**src/sv/mrc_pkg.sv**
```systemverilog
`timescale 1ns / 1ps
// ----------------------------------------------------------------------------
// mrc_pkg
// Shared types and constants of the median residual codec.
// ----------------------------------------------------------------------------
package mrc_pkg;

  localparam int WordW       = 16;
  localparam int ImgWidthW   = 12;
  localparam int ImgHeightW  = 16;
  localparam int CfgDataW    = 16;
  localparam int CfgIndexW   = 2;

  localparam logic [CfgIndexW-1:0] RegCodecMode   = 2'd0;
  localparam logic [CfgIndexW-1:0] RegImageWidth  = 2'd1;
  localparam logic [CfgIndexW-1:0] RegImageHeight = 2'd2;

  localparam logic ModeEncode = 1'b0;
  localparam logic ModeDecode = 1'b1;

  localparam logic [ImgWidthW-1:0]  WidthReset  = 12'd640;
  localparam logic [ImgHeightW-1:0] HeightReset = 16'd480;

  typedef struct packed {
    logic first_row;
    logic first_col;
    logic frame_end;
  } mrc_flags_t;

endpackage

```
**src/sv/mrc_front.sv**
```systemverilog
`timescale 1ns / 1ps
// ----------------------------------------------------------------------------
// mrc_front
// Accepts items, tracks the raster position and classifies each pixel.
// ----------------------------------------------------------------------------
module mrc_front import mrc_pkg::*; #(
  parameter int MAX_WIDTH = 2048,
  parameter int COL_W     = 11
) (
  input  logic                  clk,
  input  logic                  rst_n,
  input  logic [ImgWidthW-1:0]  cfg_width,
  input  logic [ImgHeightW-1:0] cfg_height,
  input  logic                  in_valid,
  output logic                  in_stall,
  input  logic [WordW-1:0]      in_word,
  input  logic                  q_full,
  output logic                  q_push,
  output logic [WordW-1:0]      q_word,
  output logic [COL_W-1:0]      q_col,
  output mrc_flags_t            q_flags
);

  localparam int CmpW = (COL_W + 1 > ImgWidthW) ? COL_W + 1 : ImgWidthW;

  logic [COL_W-1:0]      col_r, col_nxt;
  logic [ImgHeightW-1:0] row_r, row_nxt;
  logic [CmpW-1:0]       w_ext, w_eff, col_p1;
  logic [ImgHeightW:0]   h_eff, row_p1;
  logic                  accept, last_col, last_row;

  assign in_stall = q_full;
  assign accept   = in_valid && !q_full;

  always_comb begin
    w_ext = CmpW'(cfg_width);
    if (w_ext == '0) begin
      w_eff = CmpW'(1);
    end else if (w_ext > CmpW'(MAX_WIDTH)) begin
      w_eff = CmpW'(MAX_WIDTH);
    end else begin
      w_eff = w_ext;
    end
    h_eff    = (cfg_height == '0) ? (ImgHeightW+1)'(1) : {1'b0, cfg_height};
    col_p1   = CmpW'(col_r) + CmpW'(1);
    row_p1   = {1'b0, row_r} + (ImgHeightW+1)'(1);
    last_col = (col_p1 >= w_eff);
    last_row = (row_p1 >= h_eff);
  end

  always_comb begin
    col_nxt = col_r;
    row_nxt = row_r;
    if (accept) begin
      if (last_col) begin
        col_nxt = '0;
        row_nxt = last_row ? '0 : row_p1[ImgHeightW-1:0];
      end else begin
        col_nxt = col_p1[COL_W-1:0];
      end
    end
  end

  always_ff @(posedge clk) begin
    if (!rst_n) begin
      col_r <= '0;
      row_r <= '0;
    end else begin
      col_r <= col_nxt;
      row_r <= row_nxt;
    end
  end

  assign q_push            = accept;
  assign q_word            = in_word;
  assign q_col             = col_r;
  assign q_flags.first_row = (row_r == '0);
  assign q_flags.first_col = (col_r == '0);
  assign q_flags.frame_end = last_col && last_row;

endmodule

```
**config.mk**
```make
export PLATFORM = sky130hd
export DESIGN_NAME = mrc_front
export DESIGN_NICKNAME = d
export VERILOG_FILES = /design/src/sv/mrc_pkg.sv /design/src/sv/mrc_front.sv
export SDC_FILE = /design/constraint.sdc
export NUM_CORES = 1
export LEC_CHECK = 0
export ABC_AREA = 1
export BUFFER_PORTS_ARGS = -buffer_cell sky130_fd_sc_hd__buf_2
export CORE_MARGIN = 2
export CORE_UTILIZATION = 40
export CTS_BUF_LIST = sky130_fd_sc_hd__clkbuf_8
export DETAILED_ROUTE_END_ITERATION = 12
export PLACE_DENSITY_LB_ADDON = 0.25
export SYNTH_ARGS = -nofsm -noshare
export SYNTH_HDL_FRONTEND = slang
export SYNTH_SLANG_ARGS = --single-unit
```
**constraint.sdc**
```tcl
create_clock -name clk -period 8.3 [get_ports clk]
set_input_delay 1.245 -clock clk [delete_from_list [all_inputs] [get_ports clk]]
set_output_delay 1.245 -clock clk [all_outputs]
set_load 0.03 [all_outputs]
```
==> results of run 1 <==
-- layout by cell type (no fill, tap or decap), drive strengths merged --
cell    instances
a21oi          33
dfxtp          27
nor4            7
xnor2           1
nand3          31
clkinv          1
inv            68
buf            47
nand4          12
nor2           28
ha             32
nand2         131
o21ba           1
xor2           19
clkbuf          3
o21ai           4
a21boi          2
nor3           12
a41o            1
-- where the power goes --
| group | internal (uW) | switching [uW] |
|---|---|---|
| clock network | 33.3 | 43.9 |
| logic | 24.2 | 41.8 |
| registers | 132 | 3.67 |
-- through the flow --
stage | setup WS, ns | total power [uW] | cell area (sq um) | utilization (%) | hold WS [ns]
detailed placement | 3.775 | 204.7 | 3010 | 44.07 | 0.4958
floorplan | 4.142 | 197.7 | 2835 | - | 0.5433
CTS | 3.772 | 281.5 | 3055 | 44.73 | 0.5101
global route | 3.519 | 296.5 | 3055 | 44.73 | 0.5540
finish | 3.752 | 279.0 | 3055 | 44.73 | 0.5087
global placement | 3.811 | 203.7 | 3010 | 44.07 | 0.4906
-- sequential cells by signal, summed over array words and instances (netlist names) --
register,cells
row_r,16
q_col,11
-- worst min path at each step --
| stage | from | endpoint | slack (ns) | cells past startpoint |
|---|---|---|---|---|
| 4_1_cts | q_col[10] | q_col[10] | 0.51 | 2 |
| 3_3_place_gp | q_col[10] | q_col[10] | 0.49 | 2 |
| 3_5_place_dp | q_col[10] | q_col[10] | 0.50 | 2 |
| 2_1_floorplan | row_r[15] | row_r[15] | 0.54 | 4 |
| 6_report | q_col[10] | q_col[10] | 0.51 | 2 |
| 5_1_grt | q_col[10] | q_col[10] | 0.55 | 2 |
-- layout make-up --
type / count / share of cell area [%]
Clock buffer: 3 / 1.351
Timing Repair Buffer: 47 / 7.699
Clock inverter: 1 / 0.1229
Tap cell: 96 / 3.931
Multi-Input combinational cell: 314 / 60.85
Inverter: 68 / 8.354
Sequential cell: 27 / 17.69
-- cells by family after synthesis --
group	Yosys count	share of synthesized area, %
buf+inv	93	15.36
flops	27	19.06
compound gates	41	8.032
simple gates	221	36.72
xor+xnor	20	6.708
fa+ha+maj	32	14.12
-- routing by layer --
layer  wire length, microns  global-route usage [%]
met3                    352                   1.414
met1                   3362                   28.10
met2                   2992                   26.93
met5                      0                       0
met4                    103                   4.270
-- critical path, cell delays in order --
cell	delay [ns]
buf_2	0.10
nor4_1	0.28
nand3_1	0.13
nand2_1	0.25
nand2_1	0.12
ha_1	0.30
nand2_1	0.07
inv_1	0.06
nand2_1	0.05
nor2_1	0.10
nand2_1	0.07
nand4_2	0.10
a21boi_2	0.21
buf_2	0.22
==> flow_summary.ini, run 1 <==
[status]
status = finished clean

[critical_path]
crit_fanout = 10
critPathArrivalTime_ns = 3.30
ff2ff_setup_slack_ns = 5.21
crit_end = q_flags[0]
timing.rr.start = q_col[0]
start_kind = primary input
rr_worst_depth = 18
worstSetupPathType = in -> out
rr_endpoint = row_r[13]
worstSetupEndpointType = output port
critPathLaunch = cfg_width[4]
crit_required_ns = 7.05

[clock_network]
cts_num_sinks = 27
cts_made_buffers = 3
cts_setup_buffers = 0
hold_buffers = 0
clk_pin_slew_ns = 0.09
clkLatencyLatePin_ns = 0.28
tritoncts = yes
htreeDepth = 1
clock_path_buffers = 2
cts_root_buffer = clkbuf_8
cts-resized-gates = 0

[timing]
tns_ns = 0
setup_viol = 0
fin_skew_ns = 0.006778
finalHoldViolCount = 0
fin_crit_sh_pct = 54.80
slew_headroom_pct = 64.82
grt_setup_unrepaired = false
post-route-min-period_ns = 4.548
worst_pin_slew_ns = 0.5228
slew_viol_final = 0
max_freq_ghz = 0.2199

[synth]
yosys_warnings = 0
synth_enable_flop_cells = 0
synth_seq_cells = 27
syn-cell-area_sq_um = 2835
synthTopCellsByArea = dfxtp_1, nand2_1, ha_1, inv_1, a21oi_1
ys_types = 33
ys.flop_type = dfxtp_1
synth_top_area_cell = dfxtp_1
synth_fp_nets = 514
synth_cells = 434
yosysTopAreaCellShare_pct = 19.06
yosys-top-cells-count = nand2_1, inv_1, a21oi_1, ha_1, dfxtp_1
syn_area_per_cell_sq_um = 6.533
synthMostInstantiatedCell = nand2_1
async_reset_ff_share_pct = 0
ys_seq_area_share_pct = 19.06

[finish]
drive_gt1_share_pct = 16.74
area_growth_pct = 7.767
ff_latch_area_sq_um = 540.5
antenna_cells = 0
fillCellCount = 754
fin_cells = 556
nets = 541
multiInputGateArea_sq_um = 1859

[detailed_routing]
routed_wl_mm = 6.811
avgViaCountPerCell = 4.856
drt-pass1-iter-count = 4
ant_nets = 0
drc = 0
drt_iter0_drc = 171
dr_total_vias = 2700
wl_per_cell_microns = 12.25

[power_and_ir_drop]
p_leak_uw = 0.001637
vdd_drop_max_uv = 62.38
power_per_cell_area_nw_per_um2 = 91.31

[floorplanning]
chipWidth_microns = 88.19
start_util_pct = 41.50
dieArea_sq_um = 7777
die_h_microns = 88.19
io_pins = 80
core_sq_um = 6832
rows = 30

[grt]
grtUsageTotal_pct = 18.09
grt_pass1_wl_mm = 11.32
grt.overflow.total = 0
antenna_found_initial = 0
grt_max_degree = 20
grt_pass1_vias = 2386

[placed_design]
placement.io_buffers = 47
dp_cells = 552
place.gp.congestion = 0.8956
dp_hpwl_mm = 5.394

[job]
drv_cap = 0

[worst_hold_path]
hold_class = reg -> reg
Note: power is estimated with default switching activity, not from simulation.
==> run 2: changes to the inputs <==
ABC_AREA = 0   (was 1)
clock period = 3.6 ns   (was 8.3 ns; I/O delays follow)
==> run 2 against run 1 <==
- die area shrank 5.6%
- utilization up 1.6 points
- clock power increased by 140%
- via count down 4.4%
- area after synthesis down 5.9%
- clock skew fell by 0.0051 ns
- critical path type is now reg -> out
- highest routed layer unchanged
==> flow_summary.ini, run 2 <==
[detailed_routing]
routed_wl_mm = 6.785
met3WireLength_microns = 321
wl_met1_mm = 3.257
wl_per_cell_microns = 14.98
ant_nets = 0
avgViaCountPerCell = 5.698
wl_met2_mm = 3.076
dr_total_vias = 2581
top_layer = met4
drt_iter0_drc = 185
drc = 0
drt-pass1-iter-count = 4

[synth]
synthTopCellsByArea = dfxtp_1, ha_1, nand2_1, nand4_1, buf_4
synth_fp_nets = 427
ys_types = 51
yosys-top-cells-count = nand2_1, ha_1, inv_1
synth_top_area_cell = dfxtp_1
ys_seq_area_share_pct = 20.26
synth_seq_cells = 27
yosysTopAreaCellShare_pct = 20.26
synthMostInstantiatedCell = nand2_1
syn_area_per_cell_sq_um = 7.687
yosys_warnings = 0
synth_cells = 347
async_reset_ff_share_pct = 0
synth_enable_flop_cells = 0
syn-cell-area_sq_um = 2668
ys.flop_type = dfxtp_1

[critical_path]
crit_fanout = 6
crit_slowest_cell = dfxtp_1
rr_worst_depth = 13
rr_endpoint = row_r[8]
worstSetupPathType = reg -> out
crit_end = q_flags[0]
critPathArrivalTime_ns = 2.93
start_kind = flop
path_cells = and4_4, and3_4, nand2_1, and2_1, or2_2, ha_4, a21o_1, a221o_1, nor3_4, a21oi_1, buf_4
worstSetupEndpointType = output port
ff2ff_setup_slack_ns = 0.31
critPathMaxStageDelay_ns = 0.45
critPathLaunch = row_r[9]
timing.rr.start = q_col[1]
crit_required_ns = 3.06

[grt]
antenna_found_initial = 0
grt_max_degree = 25
grt_pass1_wl_mm = 11.12
grt.overflow.total = 0
grtUsageTotal_pct = 18.44
grt_pass1_vias = 2367

[timing]
finalWorstSetupSlack_ns = 0.1283
whs_ns = 0.5186
fin_crit_sh_pct = 96.44
finalHoldViolCount = 0
tns_ns = 0
fin_skew_ns = 0.001688
max_freq_ghz = 0.2880
setup_viol = 0
slew_headroom_pct = 52.48
post-route-min-period_ns = 3.472
slew_viol_final = 0
worst_pin_slew_ns = 0.7129

[finish]
drive_gt1_share_pct = 24.73
regMostFlops = row_r
largest_reg_flops = 16
final_cell_mix = buf_2, nand2_1, inv_1, ha_1, a21oi_1
antenna_cells = 0
fin_util_pct = 46.30
layout_commonest_cell = buf_2
area_growth_pct = 10.84
nets = 457

[clock_network]
htreeDepth = 1
cts_made_buffers = 3
cts_num_sinks = 27
clkLatencyLatePin_ns = 0.28
tritoncts = yes
clock_path_buffers = 2
clk_pin_slew_ns = 0.10
cts_root_buffer = clkbuf_8

[placed_design]
dp_hpwl_mm = 5.138
dp_slack_ns = 0.1924
place.gp.congestion = 0.8404
placement.io_buffers = 47

[power_and_ir_drop]
power_per_cell_area_nw_per_um2 = 200.9
vdd_drop_max_uv = 126.5
p_leak_uw = 0.001337

[worst_hold_path]
hold_class = reg -> reg

[floorplanning]
core_sq_um = 6386
io_pins = 80
rows = 29
die_h_microns = 85.67
chipWidth_microns = 85.67
start_util_pct = 41.77
dieArea_sq_um = 7338

[job]
drv_cap = 0

[status]
status = finished clean
[run 2: cell count changes in the layout (fill, tap and decap cells not counted), moves of 11 or more]
cell     previous run  this run
buf_4               0        13
nand4_1            11        22
inv_1              67        29
nand3_1            26        14
nand2_1           126        42
nor2_1             23        10
[run 2: timing repair]
item	in CTS	in global routing
gates resized for setup	5	14
pin swaps	1	2
endpoints found under the setup margin	1	7
endpoints found under the hold margin	0	0
hold buffers	0	0
setup buffers	0	2
[run 2: where the power goes]
group | internal, uW | switching (uW)
sequential | 300 | 2.45
combinational | 42.7 | 62.3
clock | 77.0 | 110
[run 2: logic make-up (layout without fill, tap and decap cells)]
group | Yosys count | count (layout) | share of synthesized area (%)
XOR/XNOR | 18 | 18 | 5.910
buffers and inverters | 63 | 92 | 12.90
AO/OA/AOI/OAI | 63 | 63 | 16.46
flip-flops | 27 | 27 | 20.26
adder cells (fa/ha/maj) | 32 | 32 | 15.01
AND/OR/NAND/NOR | 144 | 144 | 29.46
[run 2: cell type report]
class | count | area [sq um]
Clock buffer | 3 | 41.29
Clock inverter | 1 | 3.754
Fill cell | 669 | 3430
Inverter | 29 | 108.9
Multi-Input combinational cell | 257 | 1828
Sequential cell | 27 | 550.5
Tap cell | 77 | 96.34
Timing Repair Buffer | 59 | 327.8
[run 2: how the worst min path moves through the flow]
stage	startpoint	cells past startpoint	to
floorplan	row_r[11]	2	row_r[11]
global placement	row_r[11]	2	row_r[11]
detailed placement	row_r[11]	2	row_r[11]
CTS	row_r[11]	2	row_r[11]
global route	row_r[11]	2	row_r[11]
finish	row_r[11]	2	row_r[11]
[run 2: per-stage QoR]
stage                     std cells  cell area, sq um  total power (uW)
after floorplan                 347              2668             407.2
after global placement          447              2839             412.1
after detailed placement        447              2839             414.2
after CTS                       451              2892             592.1
after global routing            453              2957             618.7
final                           453              2957             594.1
[run 2: routing by layer]
layer | up-vias | track usage (%)
met5 | - | 0
met1 | 1208 | 25.56
met3 | 14 | 2.310
met4 | 0 | 6.349
met2 | 67 | 29.55
li1 | 1292 | -
[run 2: critical path, delay by kind of cell, from the launching register on]
kind | cells | cell delay (ns)
AO/OA/AOI/OAI | 3 | 0.62
flip-flops | 1 | 0.45
adder cells (fa/ha/maj) | 1 | 0.25
AND/OR/NAND/NOR | 6 | 1.15
buffers and inverters | 1 | 0.17
