<file path="src/sv/mrc_queue.sv">
`timescale 1ns / 1ps
// ----------------------------------------------------------------------------
// mrc_queue
// Two-entry queue that decouples the front from the back.
// ----------------------------------------------------------------------------
module mrc_queue #(
  parameter int DATA_W = 30
) (
  input  logic              clk,
  input  logic              rst_n,
  input  logic              wr_en,
  input  logic [DATA_W-1:0] wr_data,
  output logic              full,
  output logic              rd_valid,
  input  logic              rd_en,
  output logic [DATA_W-1:0] rd_data
);

  logic [DATA_W-1:0] slot_r [2];
  logic              wr_ptr_r, wr_ptr_nxt;
  logic              rd_ptr_r, rd_ptr_nxt;
  logic [1:0]        count_r, count_nxt;

  assign full     = (count_r == 2'd2);
  assign rd_valid = (count_r != 2'd0);
  assign rd_data  = slot_r[rd_ptr_r];

  always_comb begin
    wr_ptr_nxt = wr_en ? ~wr_ptr_r : wr_ptr_r;
    rd_ptr_nxt = rd_en ? ~rd_ptr_r : rd_ptr_r;
    count_nxt  = count_r + 2'(wr_en) - 2'(rd_en);
  end

  always_ff @(posedge clk) begin
    if (!rst_n) begin
      wr_ptr_r <= 1'b0;
      rd_ptr_r <= 1'b0;
      count_r  <= 2'd0;
    end else begin
      wr_ptr_r <= wr_ptr_nxt;
      rd_ptr_r <= rd_ptr_nxt;
      count_r  <= count_nxt;
    end
  end

  always_ff @(posedge clk) begin
    if (wr_en) begin
      slot_r[wr_ptr_r] <= wr_data;
    end
  end

endmodule

</file>
<file path="config.mk">
export PLATFORM = sky130hd
export DESIGN_NAME = mrc_queue
export DESIGN_NICKNAME = d
export VERILOG_FILES = /design/src/sv/mrc_queue.sv
export SDC_FILE = /design/constraint.sdc
export NUM_CORES = 1
export LEC_CHECK = 0
export BUFFER_PORTS_ARGS = -buffer_cell sky130_fd_sc_hd__buf_2
export CORE_MARGIN = 5
export CORE_UTILIZATION = 52
export DETAILED_ROUTE_END_ITERATION = 16
export MAX_ROUTING_LAYER = met4
export PLACE_DENSITY = 0.83
export SETUP_SLACK_MARGIN = 0.4
export SLEW_MARGIN = 0
export SYNTH_ARGS = -nofsm -noshare
export SYNTH_HDL_FRONTEND = slang
export SYNTH_SLANG_ARGS = --single-unit
export TNS_END_PERCENT = 30
</file>
<file path="constraint.sdc">
create_clock -name clk -period 2.78 [get_ports clk]
set_input_delay 0.278 -clock clk [delete_from_list [all_inputs] [get_ports clk]]
set_output_delay 0.278 -clock clk [all_outputs]
set_load 0.02 [all_outputs]
</file>
==> results of run 1 <==
metrics by stage:
| stage | setup slack, ns | power [W] | instances | util |
|---|---|---|---|---|
| 6_report | 0.7015 | 0.002187 | 260 | 0.6538 |
| 5_1_grt | 0.5816 | 0.002277 | 260 | 0.6538 |
| 4_1_cts | 0.6658 | 0.002209 | 260 | 0.6538 |
| 3_5_place_dp | 1.033 | 0.001492 | 245 | 0.6167 |
| 3_3_place_gp | 1.071 | 0.001477 | 245 | 0.6167 |
| 2_1_floorplan | 0.6691 | 0.001395 | 114 | - |
report_power, final:
part,switching (W),internal [W]
clock,0.000321,0.000400
combinational,0.000156,0.000151
sequential,0.0000279,0.00113
cell families after synthesis:
family | Yosys count | share of synthesized area
AO/OA/AOI/OAI | 1 | 0.002988
XOR/XNOR | 2 | 0.01244
adder cells (fa/ha/maj) | 2 | 0.009954
buffers and inverters | 5 | 0.01643
flip-flops | 65 | 0.7566
multiplexers | 30 | 0.1792
AND/OR/NAND/NOR | 9 | 0.02240
worst max-delay path by stage:
stage / endpoint / slack, ns / cells past startpoint
floorplan: slot_r[0][0] / 0.67 / 1
finish: rd_data[26] / 0.70 / 3
detailed placement: rd_data[11] / 1.03 / 3
global placement: rd_data[26] / 1.07 / 3
CTS: rd_data[26] / 0.67 / 3
global route: rd_data[26] / 0.58 / 3
flip-flops by register name, summed over array words and instances, names as in the netlist, named ones only:
name,flops
slot_r,60
rd_ptr_r,1
count_r,2
wr_ptr_r,1
cell type report:
type	instances	area, um2
Fill cell	333	1635
Timing Repair Buffer	67	340.3
Clock buffer	10	127.6
Inverter	2	7.507
Multi-Input combinational cell	44	578.1
Sequential cell	65	1903
Tap cell	67	83.83
Clock inverter	5	47.55
per-layer routing:
metal	share of wire	wire length (um)
met5	0	0
met4	0.019	78
met3	0.072	299
met2	0.51	2123
met1	0.39	1629
synthesized netlist by cell type (all sizes together):
library cell and n:
inv 2, and2 4, edfxtp 60, ha 2, or2 1, xnor3 1
mux2 30, buf 3, o21a 1, dfxtp 5, xor2 1, nor2b 4
worst max-delay path: cells and delay by family, from the launching register on:
family | cells | cell delay [ns]
multiplexers | 1 | 0.34
flip-flops | 1 | 0.56
buffers and inverters | 2 | 0.57
==> metrics.csv, run 1 <==
metric;value;unit
status;completed;
CTS max path bufs;2;
cell area after placement;2913;um2
Setup crit start kind;register;
die height;79.53;um
post-layout minimum cycle time;2.078;ns
post-CTS setup buffers;0;
Fin Hold WS;0.1370;ns
post-cts sizing count;0;
number of nets in the layout;225;
Remaining DRCs;0;
final hold vios;0;
Seq/Total Area, Yosys;0.7566;
fin crit share;0.7477;
worst hold path endpoint;slot_r[0][28];
Final setup viols;0;
H-Tree Depth;3;
Max Clock Freq;481.1;MHz
RSZ-0062 raised after global routing;false;
vias in the first global route;1369;
Port Buf Inserts;65;
area leader, netlist;edfxtp_1;
met3 Usage GRT;0.05079;
RR Startpoint;wr_ptr_r;
GRT Overall Usage;0.1464;
Initial DRT Pass Iterations;4;
WL final;4130;um
worst endpoint data arrival time;1.80;ns
top cells by area, synth;edfxtp_1 72%, mux2_4 18%, dfxtp_1 4.0%;
total number of vias;1226;
Mapped Cells;114;
PwrDens;708.2;nW/um2
Vias/cell;4.715;
CP peak stage delay;0.56;ns
CP cell instances;buf_4 -> mux2_4 -> buf_2;
post-synth top area share;0.7168;
Worst slew margin;0.4144;
Distinct cells, synth;12;
CTS tree;done;
DIE AREA;6324;um2
DRT iter0 DRCs;50;
most common cell after layout, fill and taps aside;buf_2;
leakage power;1.261;nW
GR peak layer;met2;
Final Max Tran Viols;0;
maxcap violations;0;
Area Growth Syn to Fin;22.85;%
Routed Antenna Nets;0;
most frequent cells in the layout;65 x buf_2, 60 x edfxtp_1, 30 x mux2_4, 9 x clkbuf_8;
Root Driver;clkbuf_8;
final instance area;3088;um2
Worst-Margin Slew;0.8765;ns
Worst R2R Setup Slack;1.27;ns
CTS Hold Buffers Added;0;
hold wc startpoint;wr_data[28];
Initial Util;0.5322;
row count;25;
met1 Use GR;0.1558;
WS Path Type;register to output pin;
initial antenna violation count;0;
Yosys reg bits;65;
Worst-path clk slew;0.07;ns
path type of the worst min-delay path;input pin to register;
Die Wd;79.53;um
gr ovfl total;0;
Synth Cell Area;2514;um2
post-route setup TNS;0;ns
fraction of layout cells with a size suffix above 1;0.5751;
Worst Setup End Kind;output pin;
CTS buffer count;9;
Reg2Reg Depth;2;
worst endpoint required time;2.50;ns
worst-path fanout max;19;
Post-Syn Nets;150;
hold path depth;1;
slowest library cell on the worst path;dfxtp_2;
Ant. Diodes;0;
I/O Pins;66;
clk sinks;65;
area of the core;4723;um2
Routed WL per cell;15.88;um
VDD IR max;0.4484;mV
Avg Inst Size Synth;22.05;um2
Crit Reg-Reg Endpoint;slot_r[1][1];
Worst Clk Skew;0.006009;ns
synthesis warning total;0;
Clk Latency, worst-skew pair;0.32;ns
DP HPWL;2863;um
first-pass GRT wire length;6596;um
largest net degree at the start of global routing;32;
met2 track demand over resource;0.2379;
gpl congestion;0.6799;
Power figures use the tool's default switching activity.
==> inputs of run 2 (changes only) <==
==> constraint.sdc (replaced) <==
create_clock -name clk -period 2.17 [get_ports clk]
set_input_delay 0.217 -clock clk [delete_from_list [all_inputs] [get_ports clk]]
set_output_delay 0.217 -clock clk [all_outputs]
set_load 0.02 [all_outputs]
==> metrics.csv, run 2 (synthesis results as in run 1) <==
metric;value;unit;change
CP cell instances;buf_12 -> mux2_4 -> buf_2;;
Worst-path clk slew;0.06;ns;about the same
worst endpoint required time;1.95;ns;-0.55 ns
CTS Hold Buffers Added;0;;unchanged
final hold vios;0;;unchanged
Max Clock Freq;618.8;MHz;
post-layout minimum cycle time;1.616;ns;
clk sinks;65;;unchanged
status;completed;;
Initial DRT Pass Iterations;4;;unchanged
maxcap violations;0;;unchanged
Die Wd;79.53;um;unchanged
Ant. Diodes;0;;unchanged
Vias/cell;4.716;;about the same
Setup crit start kind;register;;
Worst Setup End Kind;output pin;;
Area Growth Syn to Fin;24.39;%;
gr ovfl total;0;;unchanged
Port Buf Inserts;65;;unchanged
leakage power;1.273;nW;+0.96%
VDD IR max;0.5864;mV;+31%
most frequent cells in the layout;65 x buf_2, 60 x edfxtp_1, 30 x mux2_4, 9 x clkbuf_8;;
max FFs per register;60;;unchanged
vias in the first global route;1344;;-1.8%
number of nets in the layout;226;;+0.44%
Worst slew margin;0.7257;;+0.3113
GRT Overall Usage;0.1463;;about the same
CTS max path bufs;2;;unchanged
Routed WL per cell;15.86;um;-0.14%
path type of the worst min-delay path;input pin to register;;
initial antenna violation count;0;;unchanged
WS Path Type;register to output pin;;
worst endpoint data arrival time;1.40;ns;-0.40 ns
Worst Path Buf+Inv;2;;unchanged
Final Max Tran Viols;0;;unchanged
Routed Antenna Nets;0;;unchanged
crit-path leading delay family;buffers and inverters;;
slowest library cell on the worst path;dfxtp_2;;
RSZ-0062 raised after global routing;false;;
DP HPWL;2869;um;+0.22%
biggest regs;slot_r: 60 flops, count_r: 2 flops;;
Clk Latency, worst-skew pair;0.33;ns;about the same
cell area after placement;2928;um2;+0.52%
Final setup viols;0;;unchanged
H-Tree Depth;3;;unchanged
CP peak stage delay;0.34;ns;-0.22 ns
final instance area;3127;um2;+1.3%
CTS buffer count;9;;unchanged
I/O Pins;66;;unchanged
DRT iter0 DRCs;76;;+52%
RR Startpoint;count_r[0];;
gpl congestion;0.6595;;-3.0%
hold wc startpoint;wr_data[21];;
DIE AREA;6324;um2;unchanged
WL final;4140;um;+0.24%
post-CTS setup buffers;0;;unchanged
area of the core;4723;um2;unchanged
post-cts sizing count;0;;unchanged
Biggest register;slot_r;;
CTS tree;done;;
first-pass GRT wire length;6423;um;-2.6%
row count;25;;unchanged
Pwr Total;0.002922;W;+34%
fraction of layout cells with a size suffix above 1;0.5722;;-0.002965
Initial Util;0.5322;;unchanged
post-route setup TNS;0;ns;unchanged
worst-path fanout max;30;;+11
largest net degree at the start of global routing;32;;unchanged
Remaining DRCs;0;;unchanged
fin crit share;0.7447;;
Root Driver;clkbuf_8;;
Worst Clk Skew;0.006027;ns;+0.00001804 ns
PwrDens;934.4;nW/um2;+32%
most common cell after layout, fill and taps aside;buf_2;;
Worst-Margin Slew;0.4115;ns;-0.4651 ns
die height;79.53;um;unchanged
total number of vias;1231;;+0.41%
-- run 2: layout make-up --
cell class	instances	area [um2]
multi-input combinational	44	573.1
tap	67	83.83
fill	328	1597
inverter	2	7.507
clock inverter	5	71.32
clock buffer	10	127.6
sequential	65	1903
timing repair buffer	68	360.3
-- run 2: per-stage QoR --
step | worst slack (ns) | hold WS, ns | util | cells
floorplan | 0.6338 | 0.3159 | - | 114
global placement | 0.9132 | 0.4056 | 0.6199 | 246
detailed placement | 0.8922 | 0.4089 | 0.6199 | 246
CTS | 0.5329 | 0.05761 | 0.6620 | 261
global route | 0.5015 | 0.05409 | 0.6620 | 261
finish | 0.5541 | 0.07258 | 0.6620 | 261
-- run 2: path summary, 6_finish.rpt --
check | endpoint | slack [ns] | cells after the start
hold reg to reg | register | 0.60 | 2
setup reg to reg | count_r[1] | 0.91 | 6
hold / removal | slot_r[0][21] | 0.07 | 1
setup / recovery | rd_data[20] | 0.55 | 3
-- run 2: metal layers --
metal / wire length, um / GRT usage / vias to the layer above
met2: 2264 / 0.2479 / 45
met5: 0 / - / -
met3: 236 / 0.03725 / 10
met4: 95 / 0.09794 / 0
met1: 1543 / 0.1485 / 587
li1: - / - / 589
-- run 2: where the power goes --
part	switching, W	internal, W	total, W
logic	0.000214	0.000200	0.000414
registers	0.0000241	0.00145	0.00147
clock network	0.000407	0.000629	0.00104
-- run 2: worst reg2reg max path: stages, from the launching register on --
cell and delay, ns:
dfxtp_1 0.35, inv_1 0.05, ha_1 0.27, inv_1 0.07, ha_1 0.15, xnor3_1 0.21
nor2b_1 0.10
==> inputs of run 3 (changes only) <==
==> constraint.sdc (replaced) <==
create_clock -name clk -period 1.6 [get_ports clk]
set_input_delay 0.16 -clock clk [delete_from_list [all_inputs] [get_ports clk]]
set_output_delay 0.16 -clock clk [all_outputs]
set_load 0.02 [all_outputs]
==> metrics.csv, run 3 (synthesis results as in run 1) <==
metric;value;unit;change
Initial Util;0.5322;;unchanged
Worst Path Buf+Inv;2;;unchanged
Final Core Density;0.7142;;+0.05219
post-route setup TNS;0;ns;unchanged
Clock power frac;0.321;;-0.034
VDD IR max;0.7078;mV;+21%
Die Wd;79.53;um;unchanged
register share of total power;0.504;;about the same
gpl congestion;0.6894;;+4.5%
PwrDens;1182;nW/um2;+26%
Worst Setup End Kind;output pin;;
CP peak stage delay;0.43;ns;+0.09 ns
clk sinks;65;;unchanged
first-pass GRT wire length;6927;um;+7.8%
Worst Clk Skew;0.005311;ns;-0.0007157 ns
Routed Antenna Nets;0;;unchanged
Worst-path clk slew;0.07;ns;about the same
total number of vias;1291;;+4.9%
most frequent cells in the layout;60 x edfxtp_1, 41 x buf_2, 30 x mux2_4, 24 x buf_6, 9 x clkbuf_8;;
hold wc startpoint;wr_data[16];;
worst endpoint data arrival time;1.39;ns;about the same
Vias/cell;4.835;;+2.5%
most common cell after layout, fill and taps aside;edfxtp_1;;
Final Max Tran Viols;0;;unchanged
Pwr Total;0.003986;W;+36%
CTS buffer count;9;;unchanged
DIE AREA;6324;um2;unchanged
Area Growth Syn to Fin;34.20;%;
H-Tree Depth;3;;unchanged
Clk Latency, worst-skew pair;0.33;ns;about the same
DRT iter0 DRCs;106;;+39%
Switch Pwr;0.0009269;W;+44%
RSZ-0062 raised after global routing;true;;
path type of the worst min-delay path;input pin to register;;
status;completed;;
CP cell instances;clkbuf_16 -> mux2_4 -> buf_6;;
max FFs per register;60;;unchanged
Port Buf Inserts;65;;unchanged
crit-path leading delay family;flip-flops;;
number of nets in the layout;231;;+2.2%
maxcap violations;0;;unchanged
vias in the first global route;1425;;+6.0%
largest net degree at the start of global routing;31;;-3.1%
Setup crit start kind;register;;
Worst slew margin;0.7244;;-0.001247
Comb power frac;0.176;;+0.034
CP endpoint;rd_data[7];;
Remaining DRCs;0;;unchanged
WP depth;3;;unchanged
fraction of layout cells with a size suffix above 1;0.5800;;+0.007835
Worst R2R Setup Slack;0.36;ns;-0.55 ns
slowest library cell on the worst path;dfxtp_4;;
Biggest register;slot_r;;
WL final;4685;um;+13%
CTS tree;done;;
WS Path Type;register to output pin;;
gr ovfl total;0;;unchanged
area of the core;4723;um2;unchanged
Sw Ratio;0.2325;;+0.01190
RR Startpoint;count_r[0];;
Initial DRT Pass Iterations;2;;-2
post-CTS setup buffers;0;;unchanged
die height;79.53;um;unchanged
Ant. Diodes;0;;unchanged
leakage power;1.366;nW;+7.3%
DP HPWL;2973;um;+3.6%
initial antenna violation count;0;;unchanged
row count;25;;unchanged
Root Driver;clkbuf_8;;
internal power;0.003059;W;+34%
worst setup margin;0.04973;ns;-0.5043 ns
Routed WL per cell;17.55;um;+11%
Final setup viols;0;;unchanged
Crit Reg-Reg Endpoint;count_r[1];;
worst endpoint required time;1.44;ns;-0.51 ns
DP Worst Slack;0.3095;ns;-0.5827 ns
CTS max path bufs;2;;unchanged
biggest regs;slot_r: 60 flops, count_r: 2 flops;;
GRT Overall Usage;0.1562;;+0.009951
Reg2Reg Depth;6;;unchanged
worst-path fanout max;7;;-77%
post-layout minimum cycle time;1.550;ns;
I/O Pins;66;;unchanged
Fin Hold WS;0.01654;ns;-0.05604 ns
Max Clock Freq;645.0;MHz;
fin crit share;0.9689;;
final hold vios;0;;unchanged
Worst-Margin Slew;0.4134;ns;+0.001870 ns
## run 3: cell count changes in the layout (fill, tap and decap cells not counted), moves of 2 or more
cell and delta:
dlygate4sd3_1 +3, buf_12 +2, buf_2 -24, clkbuf_16 +2
clkinv_1 -2, buf_6 +24, buf_4 -2, clkbuf_1 +2
clkinv_2 +2
## run 3: area by class of cell
type                            count  area, um2
Sequential cell                    65       1907
Clock buffer                       12      135.1
Clock inverter                      4      43.79
Multi-Input combinational cell     44      580.6
Timing Repair Buffer               73      615.6
Inverter                            2      7.507
Fill cell                         298       1350
Tap cell                           67      83.83
## run 3: worst min-delay path by stage
stage | to | slack (ns) | depth (start not counted)
floorplan | slot_r[0][0] | 0.26 | 0
global placement | slot_r[0][22] | 0.35 | 1
detailed placement | slot_r[0][24] | 0.35 | 1
CTS | slot_r[0][22] | 0.001 | 1
global route | slot_r[1][20] | 0.004 | 1
finish | slot_r[0][16] | 0.02 | 1
## run 3: what timing repair did
| item | in CTS | in global routing |
|---|---|---|
| endpoints found under the setup margin | 34 | 34 |
| hold buffers | 2 | 1 |
| resized for setup | 3 | 50 |
| gates cloned | 0 | 2 |
| pin swaps | 0 | 0 |
| hold endpoints to repair | 4 | 2 |
## run 3: worst reg2reg max path, cell delays in order, from the launching register on
cell and delay [ns]:
dfxtp_1 0.35, inv_1 0.05, ha_1 0.27, inv_1 0.06, ha_1 0.14, xnor3_1 0.20, nor2b_1 0.11
## run 3: through the flow
stage / cells / cell area [um2]
3_5_place_dp: 246 / 2949
6_report: 267 / 3373
4_1_cts: 264 / 3161
2_1_floorplan: 114 / 2525
5_1_grt: 267 / 3373
3_3_place_gp: 246 / 2949
## run 3: layer usage
metal | vias up | share of wire | track usage
met5 | - | 0 | -
met4 | 0 | 0.021 | 0.09794
met1 | 640 | 0.38 | 0.1581
met2 | 40 | 0.56 | 0.2629
li1 | 601 | - | -
met3 | 10 | 0.044 | 0.04740
## run 3: power groups by stage
stage | Sequential, W | Clock (W) | Combinational [W]
6_report | 0.00201 | 0.00128 | 0.000700
5_1_grt | 0.00202 | 0.00138 | 0.000739
4_1_cts | 0.00200 | 0.00131 | 0.000596
3_5_place_dp | 0.00204 | 0 | 0.000583
3_3_place_gp | 0.00203 | 0 | 0.000562
2_1_floorplan | 0.00202 | 0 | 0.000401
